<file path="src/hw/rtl/wrg_pkg.sv">
// ----------------------------------------------------------------------------
// wrg_pkg
// Shared types and constants for the WELL512a generator core.
// ----------------------------------------------------------------------------
package wrg_pkg;

	localparam int unsigned WORD_W     = 32;
	localparam int unsigned POOL_DEPTH = 16;
	localparam int unsigned IDX_W      = 4;
	localparam int unsigned KIND_W     = 2;
	localparam int unsigned DIV_CNT_W  = 5;

	// WELL512a taps, relative to the current ring word
	localparam int unsigned TAP_A     = 13;
	localparam int unsigned TAP_B     = 9;
	localparam int unsigned TAP_BACK  = 15;
	localparam int unsigned XOR_SHIFT = 11;
	localparam logic [WORD_W-1:0] TEMPER_MASK = 32'hda44_2d24;
	localparam logic [WORD_W-1:0] SEED_BASE   = 32'd5;

	// item kinds
	localparam logic [KIND_W-1:0] KIND_RAW    = 2'd0;
	localparam logic [KIND_W-1:0] KIND_RANGED = 2'd1;
	localparam logic [KIND_W-1:0] KIND_SEED   = 2'd2;

	typedef enum logic [1:0] {
		ST_IDLE,
		ST_STEP,
		ST_DIVIDE,
		ST_FINISH
	} wrg_state_t;

	typedef struct packed {
		logic capture;
		logic seed_write;
		logic step;
		logic div_step;
		logic out_load;
	} wrg_cmd_t;

	typedef struct packed {
		logic need_divide;
		logic div_done;
	} wrg_status_t;

endpackage

</file>
<file path="src/hw/rtl/well512_random_generator_core.sv">
// ----------------------------------------------------------------------------
// well512_random_generator_core
// WELL512a generator with raw draws, ranged draws and seed-word loads.
// Input channel (in_valid/in_ready) carries one beat per request: kind 0
//   draws a raw word, kind 1 draws low_bound + raw mod (high_bound -
//   low_bound), kind 2 writes seed_word into ring word seed_index, kind 3
//   is ignored. Seed loads and kind 3 give no output beat.
// Output channel (out_valid/out_ready) carries value and span_error; a
//   ranged draw with zero span returns the raw word with span_error set.
// Steps: a draw advances the generator in ST_STEP; a ranged draw with
//   nonzero span then runs the bit-serial remainder unit in ST_DIVIDE,
//   and ST_FINISH loads the result. A seed load writes when accepted.
// The block takes one request at a time; in_ready is high while idle.
// A stalled receiver holds the result register; the next request is
//   still taken and runs up to its result, then waits for the slot.
// Reset loads ring words 5..20 and ring index 0; no clearing pass.
// ----------------------------------------------------------------------------
module well512_random_generator_core (
	input  logic                              clk,
	input  logic                              arst_n,
	input  logic                              in_valid,
	output logic                              in_ready,
	input  logic [wrg_pkg::KIND_W-1:0]        kind,
	input  logic [wrg_pkg::WORD_W-1:0]        low_bound,
	input  logic [wrg_pkg::WORD_W-1:0]        high_bound,
	input  logic [wrg_pkg::IDX_W-1:0]         seed_index,
	input  logic [wrg_pkg::WORD_W-1:0]        seed_word,
	output logic                              out_valid,
	input  logic                              out_ready,
	output logic [wrg_pkg::WORD_W-1:0]        value,
	output logic                              span_error
);

	// command and status between sequencer and datapath
	wrg_pkg::wrg_cmd_t    cmd;
	wrg_pkg::wrg_status_t status;

	wrg_ctrl u_ctrl (
		.clk       (clk),
		.arst_n    (arst_n),
		.in_valid  (in_valid),
		.in_ready  (in_ready),
		.kind      (kind),
		.out_valid (out_valid),
		.out_ready (out_ready),
		.cmd       (cmd),
		.status    (status)
	);

	wrg_datapath u_datapath (
		.clk        (clk),
		.arst_n     (arst_n),
		.cmd        (cmd),
		.status     (status),
		.kind       (kind),
		.low_bound  (low_bound),
		.high_bound (high_bound),
		.seed_index (seed_index),
		.seed_word  (seed_word),
		.value      (value),
		.span_error (span_error)
	);

endmodule

</file>
<file path="src/hw/rtl/wrg_datapath.sv">
// ----------------------------------------------------------------------------
// wrg_datapath
// Rotating state ring, WELL512a step, serial remainder unit, result register.
// ----------------------------------------------------------------------------
module wrg_datapath (
	input  logic                              clk,
	input  logic                              arst_n,
	input  wrg_pkg::wrg_cmd_t                 cmd,
	output wrg_pkg::wrg_status_t              status,
	input  logic [wrg_pkg::KIND_W-1:0]        kind,
	input  logic [wrg_pkg::WORD_W-1:0]        low_bound,
	input  logic [wrg_pkg::WORD_W-1:0]        high_bound,
	input  logic [wrg_pkg::IDX_W-1:0]         seed_index,
	input  logic [wrg_pkg::WORD_W-1:0]        seed_word,
	output logic [wrg_pkg::WORD_W-1:0]        value,
	output logic                              span_error
);

	// pool_q[0] is always the current ring word; ring_q tracks its absolute index
	logic [wrg_pkg::WORD_W-1:0]    pool_q [wrg_pkg::POOL_DEPTH];
	logic [wrg_pkg::IDX_W-1:0]     ring_q;
	logic [wrg_pkg::IDX_W-1:0]     seed_pos;

	logic [wrg_pkg::WORD_W-1:0]    low_q;
	logic [wrg_pkg::WORD_W-1:0]    span_q;
	logic                          ranged_q;
	logic [wrg_pkg::WORD_W-1:0]    raw_q;
	logic [wrg_pkg::WORD_W-1:0]    rem_q;
	logic [wrg_pkg::WORD_W-1:0]    dvd_q;
	logic [wrg_pkg::DIV_CNT_W-1:0] cnt_q;
	logic [wrg_pkg::WORD_W-1:0]    value_q;
	logic                          err_q;

	logic [wrg_pkg::WORD_W-1:0] x, y, z0, z, back, mix, fresh, tempered, final_w;
	logic [wrg_pkg::WORD_W:0]   trial;
	logic [wrg_pkg::WORD_W:0]   trial_diff;
	logic                       span_zero;

	always_comb begin
		x        = pool_q[0];
		y        = pool_q[wrg_pkg::TAP_A];
		z0       = pool_q[wrg_pkg::TAP_B];
		back     = pool_q[wrg_pkg::TAP_BACK];
		mix      = x ^ y ^ (x << 16) ^ (y << 15);
		z        = z0 ^ (z0 >> wrg_pkg::XOR_SHIFT);
		fresh    = mix ^ z;
		tempered = fresh ^ ((fresh << 5) & wrg_pkg::TEMPER_MASK);
		final_w  = back ^ mix ^ tempered ^ (back << 2) ^ (mix << 18) ^ (z << 28);
	end

	assign seed_pos = seed_index - ring_q;

	// ring: a step moves the current index back by one, so the array rotates up
	always_ff @(posedge clk or negedge arst_n) begin
		if (!arst_n) begin
			for (int k = 0; k < wrg_pkg::POOL_DEPTH; k++) begin
				pool_q[k] <= wrg_pkg::SEED_BASE + wrg_pkg::WORD_W'(k);
			end
			ring_q <= '0;
		end else if (cmd.step) begin
			pool_q[0] <= final_w;
			pool_q[1] <= fresh;
			for (int k = 2; k < wrg_pkg::POOL_DEPTH; k++) begin
				pool_q[k] <= pool_q[k-1];
			end
			ring_q <= ring_q - 1'b1;
		end else if (cmd.seed_write) begin
			pool_q[seed_pos] <= seed_word;
		end
	end

	// restoring remainder, one bit a cycle
	assign trial      = {rem_q, dvd_q[wrg_pkg::WORD_W-1]};
	assign trial_diff = trial - {1'b0, span_q};
	assign span_zero  = (span_q == '0);

	always_ff @(posedge clk) begin
		if (cmd.capture) begin
			low_q    <= low_bound;
			span_q   <= high_bound - low_bound;
			ranged_q <= (kind == wrg_pkg::KIND_RANGED);
		end
		if (cmd.step) begin
			raw_q <= final_w;
			dvd_q <= final_w;
			rem_q <= '0;
			cnt_q <= '0;
		end else if (cmd.div_step) begin
			dvd_q <= dvd_q << 1;
			rem_q <= trial_diff[wrg_pkg::WORD_W] ? trial[wrg_pkg::WORD_W-1:0]
			                                     : trial_diff[wrg_pkg::WORD_W-1:0];
			cnt_q <= cnt_q + 1'b1;
		end
		if (cmd.out_load) begin
			if (ranged_q && !span_zero) begin
				value_q <= low_q + rem_q;
				err_q   <= 1'b0;
			end else begin
				value_q <= raw_q;
				err_q   <= ranged_q;
			end
		end
	end

	assign status.need_divide = ranged_q && !span_zero;
	assign status.div_done    = &cnt_q;
	assign value              = value_q;
	assign span_error         = err_q;

endmodule

</file>
<file path="src/hw/rtl/wrg_ctrl.sv">
// ----------------------------------------------------------------------------
// wrg_ctrl
// Sequencer for draws and seed loads; owns the handshakes.
// ----------------------------------------------------------------------------
module wrg_ctrl (
	input  logic                       clk,
	input  logic                       arst_n,
	input  logic                       in_valid,
	output logic                       in_ready,
	input  logic [wrg_pkg::KIND_W-1:0] kind,
	output logic                       out_valid,
	input  logic                       out_ready,
	output wrg_pkg::wrg_cmd_t          cmd,
	input  wrg_pkg::wrg_status_t       status
);

	wrg_pkg::wrg_state_t state_q, state_d;
	logic                out_valid_q;
	logic                accept;
	logic                is_draw;
	logic                slot_free;

	assign accept    = in_valid && in_ready;
	assign is_draw   = (kind == wrg_pkg::KIND_RAW) || (kind == wrg_pkg::KIND_RANGED);
	assign slot_free = !out_valid_q || out_ready;

	always_comb begin
		state_d = state_q;
		case (state_q)
			wrg_pkg::ST_IDLE: begin
				if (accept && is_draw) state_d = wrg_pkg::ST_STEP;
			end
			wrg_pkg::ST_STEP: begin
				state_d = status.need_divide ? wrg_pkg::ST_DIVIDE : wrg_pkg::ST_FINISH;
			end
			wrg_pkg::ST_DIVIDE: begin
				if (status.div_done) state_d = wrg_pkg::ST_FINISH;
			end
			wrg_pkg::ST_FINISH: begin
				if (slot_free) state_d = wrg_pkg::ST_IDLE;
			end
			default: state_d = wrg_pkg::ST_IDLE;
		endcase
	end

	always_comb begin
		cmd      = '0;
		in_ready = 1'b0;
		case (state_q)
			wrg_pkg::ST_IDLE: begin
				in_ready       = 1'b1;
				cmd.capture    = accept;
				cmd.seed_write = accept && (kind == wrg_pkg::KIND_SEED);
			end
			wrg_pkg::ST_STEP:   cmd.step     = 1'b1;
			wrg_pkg::ST_DIVIDE: cmd.div_step = 1'b1;
			wrg_pkg::ST_FINISH: cmd.out_load = slot_free;
			default: ;
		endcase
	end

	always_ff @(posedge clk or negedge arst_n) begin
		if (!arst_n) begin
			state_q     <= wrg_pkg::ST_IDLE;
			out_valid_q <= 1'b0;
		end else begin
			state_q <= state_d;
			if (cmd.out_load)    out_valid_q <= 1'b1;
			else if (out_ready)  out_valid_q <= 1'b0;
		end
	end

	assign out_valid = out_valid_q;

	// a draw always starts with the generator step
	a_draw_steps: assert property (@(posedge clk) disable iff (!arst_n)
		accept && is_draw |=> state_q == wrg_pkg::ST_STEP)
		else $error("draw did not enter step");

	// seed loads and unused kinds leave the sequencer idle
	a_seed_idle: assert property (@(posedge clk) disable iff (!arst_n)
		accept && !is_draw |=> state_q == wrg_pkg::ST_IDLE)
		else $error("non-draw left idle");

	// a result never overwrites one still waiting
	a_no_overwrite: assert property (@(posedge clk) disable iff (!arst_n)
		cmd.out_load |-> !out_valid_q || out_ready)
		else $error("result register overwritten");

	// last remainder bit leads straight to the result
	a_div_end: assert property (@(posedge clk) disable iff (!arst_n)
		state_q == wrg_pkg::ST_DIVIDE && status.div_done |=> state_q == wrg_pkg::ST_FINISH)
		else $error("remainder did not finish");

endmodule
</file>
<file path="config.mk">
export PLATFORM = sky130hd
export DESIGN_NAME = well512_random_generator_core
export DESIGN_NICKNAME = d
export VERILOG_FILES = /design/src/hw/rtl/wrg_pkg.sv /design/src/hw/rtl/well512_random_generator_core.sv /design/src/hw/rtl/wrg_datapath.sv /design/src/hw/rtl/wrg_ctrl.sv
export SDC_FILE = /design/constraint.sdc
export NUM_CORES = 2
export LEC_CHECK = 0
export BUFFER_PORTS_ARGS = -buffer_cell sky130_fd_sc_hd__clkbuf_2
export CAP_MARGIN = 25
export CORE_MARGIN = 4
export CORE_UTILIZATION = 58
export CTS_BUF_LIST = sky130_fd_sc_hd__clkbuf_8
export DETAILED_ROUTE_END_ITERATION = 7
export HOLD_SLACK_MARGIN = 0.02
export PLACE_DENSITY = 0.83
export SYNTH_ARGS = -nofsm -noshare
export SYNTH_HDL_FRONTEND = slang
export SYNTH_SLANG_ARGS = --single-unit
</file>
<file path="constraint.sdc">
create_clock -name clk -period 4.2 [get_ports clk]
set_input_delay 0.21 -clock clk [delete_from_list [all_inputs] [get_ports clk]]
set_output_delay 0.21 -clock clk [all_outputs]
set_load 0.01 [all_outputs]
</file>
==> key figures <==
Routing
  • Wire length on met3: 7280 um
  • DRT Pass-1 Iters: 7
  • DR vias: 29000
  • Highest metal used: met4
  • Post-route ant nets: 0
  • Detailed router's first-iteration violation count: 2931
  • Final WL: 99200 um
  • Met2 wire len: 46500 um
  • M1 wire length: 41300 um
  • Avg WL per Cell: 20.3 um
  • Routed vias/inst: roughly 5.9
  • Remaining DRCs: 0

Outcome
  • Status: finished, final reports clean

Timing
  • Final setup fails: 0
  • Min Clock Period, post-route: between 3 and 4 ns
  • RSZ-0062 raised after global routing: no
  • Least-Margin Pin Slew: 0.965 ns
  • Final hold vios: 0
  • Max-slew violation count: 0
  • Tcrit/Tclk final: 0.888
  • Rel. slew slack: 0.357
  • Clock Skew: 0.0523 ns
  • Setup TNS: 0 ns
  • Fmax: 0.268 GHz

Critical path
  • Crit-path max FO: 4
  • CP cell instances: dlygate4sd3_1 > clkbuf_2 > ha_1 > fa_1 > nand2b_1 > a21oi_1 > o41ai_4 > o221a_2 > a21oi_1 > nor2_1 > a21oi_1 > a211o_1 > a21oi_1 > xnor2_1 > dlygate4sd3_1
  • Reg2reg start: u_datapath.span_q[0]$_DFFE_PP_
  • Worst Path Buf+Inv: 3
  • Cell mode on critical path: a21oi_1
  • CP Launch Point: low_bound[0]
  • R2r worst-path depth: 12
  • CP endpoint kind: flip-flop
  • Required time of the critical path: between 4 and 5 ns
  • Setup CP Type: input pin to flip-flop
  • Critical Path Sink: u_datapath.span_q[30]$_DFFE_PP_
  • Critical Path Stages: 15
  • R2r endpoint: u_datapath.rem_q[24]$_SDFFE_PP0P_
  • Reg-to-reg slack, setup: between 0.5 and 0.6 ns
  • CP peak stage delay: 0.55 ns
  • Slowest-stage cell, CP: dlygate4sd3_1
  • Top delay family on crit path: compound AO/OA/AOI/OAI gates
  • Worst setup SP type: input pin
  • Critical path arrival: 4.21 ns

Cells and area
  • Commonest non-fill, non-tap cells in the layout: nand2_1, dfrtp_1, o21ai_0
  • Reg area: 18600 um2
  • Commonest non-fill, non-tap cell in the layout: nand2_1
  • Multi-input logic area: between 15000 and 20000 um2
  • Share of cells above drive strength 1: 0.114
  • Layout Utilization: 0.664
  • Synthesis-to-finish area growth: 12.9%
  • Nets: 4141
  • Post-route cell area: 42900 um2
  • FILL cells: 4770

Die
  • Site Rows: 93
  • # IOs: 141
  • Die Y: roughly 260 um
  • Die area: 69600 um2
  • Die X: 264 um
  • Initial core utilization: 0.588
  • Core ar.: between 60000 and 70000 um2

Clocking
  • Post CTS Setup Buffer Count: 0
  • Worst skew pair latency: approximately 0.77 ns
  • Clock sink count: about 720
  • PostCTS Resize Cnt: 0
  • Num CTS Buffers: 115
  • Clock buffer depth: 3
  • Root buffer cell: clkbuf_8
  • Clock transition at path regs: 0.06 ns
  • CTS tree: yes
  • H-tree levels: 3

Job
  • Max-cap viol count: 0

Synth
  • Post-synthesis compound-gate area fraction: 0.140
  • Most used DFF post-synth: dfrtp_1
  • Largest family of logic cells by synthesized area: compound AO/OA/AOI/OAI gates
  • #FFs+latches synth: 718
  • Largest area contributor in the netlist: dfrtp_1
  • Post-synth EDFFs: 162
  • Syn Std Cell Area: 38000 um2
  • Post-synthesis sequential area ratio: 0.491
  • Syn_nets: 3976
  • Cell count after synthesis: 3762
  • Synth cell types: 89
  • Top post-synthesis cells by area: dfrtp_1, edfxtp_1, mux2i_1
  • Post-synthesis mux area share: 0.120
  • Post-synthesis adder-cell area fraction: 0.0364
  • Asr flop ratio synth: 0.723
  • Top-area cell type share of the netlist area: 0.318
  • Synth Area in XOR/XNOR: 0.0697
  • Yosys synthesis warning count: 0
  • Simple-gate portion of the synthesized area: 0.102
  • Syn avg cell area: just over 10 um2

Place
  • RD Place Congestion: 0.930
  • Area after DPL: 39300 um2
  • DP Wirelength: around 67000 um
  • IO Port Bufs: 140

Min path
  • Hold Startpoint: high_bound[14]
  • Hold Crit Class: input pin to flip-flop
  • WHS Path Cells: 3

Power and ir drop
  • Leak: 20.1 nW
  • Power Total: 0.0358 W
  • Worst vdd ir: 843 uV
  • P per Cell Area: 835 nW/um2

Global routing
  • Largest net degree at the start of global routing: approximately 240
  • GRT Residual Overflow: 0
  • Vias in the first global route: between 20000 and 30000
  • GRT Util Overall: 0.279
  • Global-route wire length before repair: approximately 160000 um
  • Initial antenna violation count: 3
[repair_timing]
action | CTS | global route
endpoints found under the hold margin | 529 | 0
hold buffers | 104 | 0
setup endpoints to repair | 0 | 0
[cell families after synthesis]
| logic type | after synthesis |
|---|---|
| mux | 456 |
| simple gates | 925 |
| fa+ha+maj | 108 |
| flops | 718 |
| buf+inv | 371 |
| compound gates | 882 |
| xor+xnor | 302 |
[flip-flops by register name (all words and copies together), names as in the netlist, 2 cells and up]
signal,flops
u_datapath.pool_q,384
u_datapath.back,32
u_datapath.dvd_q,32
u_datapath.low_q,32
u_datapath.raw_q,32
u_datapath.rem_q,32
u_datapath.span_q,32
u_datapath.value,32
u_datapath.x,32
u_datapath.y,32
u_datapath.z0,32
u_datapath.cnt_q,5
u_datapath.ring_q,4
u_ctrl.state_q,2
[area by class of cell]
cell class	instances	area share
tap	855	0.0250
clock buffer	147	0.0472
timing repair buffer	291	0.0532
clock inverter	71	0.0112
inverter	128	0.0112
antenna	4	0.000233
sequential	718	0.435
multi-input combinational	2673	0.417
[stage by stage]
stage               setup WS (ns)  hold WS [ns]  cells
floorplan                   0.634       -0.0856   3762
global placement            0.669         0.381   4559
detailed placement          0.560         0.385   4561
CTS                         0.536        0.0393   4883
global route                0.300        0.0996   4885
finish                      0.471        0.0727   4887
[routing by layer]
layer  GRT usage  up-vias
li1            -    13400
met1       0.377    14200
met2       0.451     1122
met3      0.0506      278
met4       0.110        0
met5           0        -
[how the worst min path moves through the flow]
stage | endpoint
finish | u_datapath.span_q[14]$_DFFE_PP_
global route | u_datapath.span_q[28]$_DFFE_PP_
CTS | u_datapath.span_q[14]$_DFFE_PP_
detailed placement | u_datapath.pool_q[384]$_DFFE_PN0P_
global placement | u_datapath.pool_q[384]$_DFFE_PN0P_
floorplan | u_ctrl.out_valid$_DFFE_PN0P_
[power by group]
| group | total [W] | internal [W] | switching (W) |
|---|---|---|---|
| clock | 0.00640 | 0.00348 | 0.00293 |
| sequential | 0.0131 | 0.0109 | 0.00221 |
| combinational | 0.0163 | 0.00613 | 0.0102 |
| total | 0.0358 | 0.0205 | 0.0153 |
[worst register-to-register path, stage by stage (launching register included)]
cell,delay [ns]
edfxtp_1,0.40
ha_1,0.23
fa_1,0.41
nand2b_1,0.18
a21oi_1,0.15
a211o_1,0.21
a41o_4,0.30
o2111ai_4,0.16
a211o_1,0.30
and3_1,0.46
buf_4,0.31
a41o_1,0.24
a31o_2,0.20
[synthesized netlist by cell type, drive strengths merged (7+ instances only)]
cell    count
xnor2     241
xor2       61
a22oi      62
nor2b      19
nand3      26
edfxtp    162
nand2     646
a311oi      7
nor3       27
nand4       9
a31o        8
o21ai     487
a21o       36
a211o       7
a21oi     111
buf        54
o31ai      10
a31oi       9
nand2b     29
clkbuf    188
nor4       11
mux2i     451
a211oi     33
nor2      110
and2        8
o21a       35
ha        104
a21boi     25
or3         9
o21bai     17
dfstp      37
dfrtp     482
inv       128
and3        9
dfxtp      37
No activity file was read; power rests on OpenSTA's default activity.
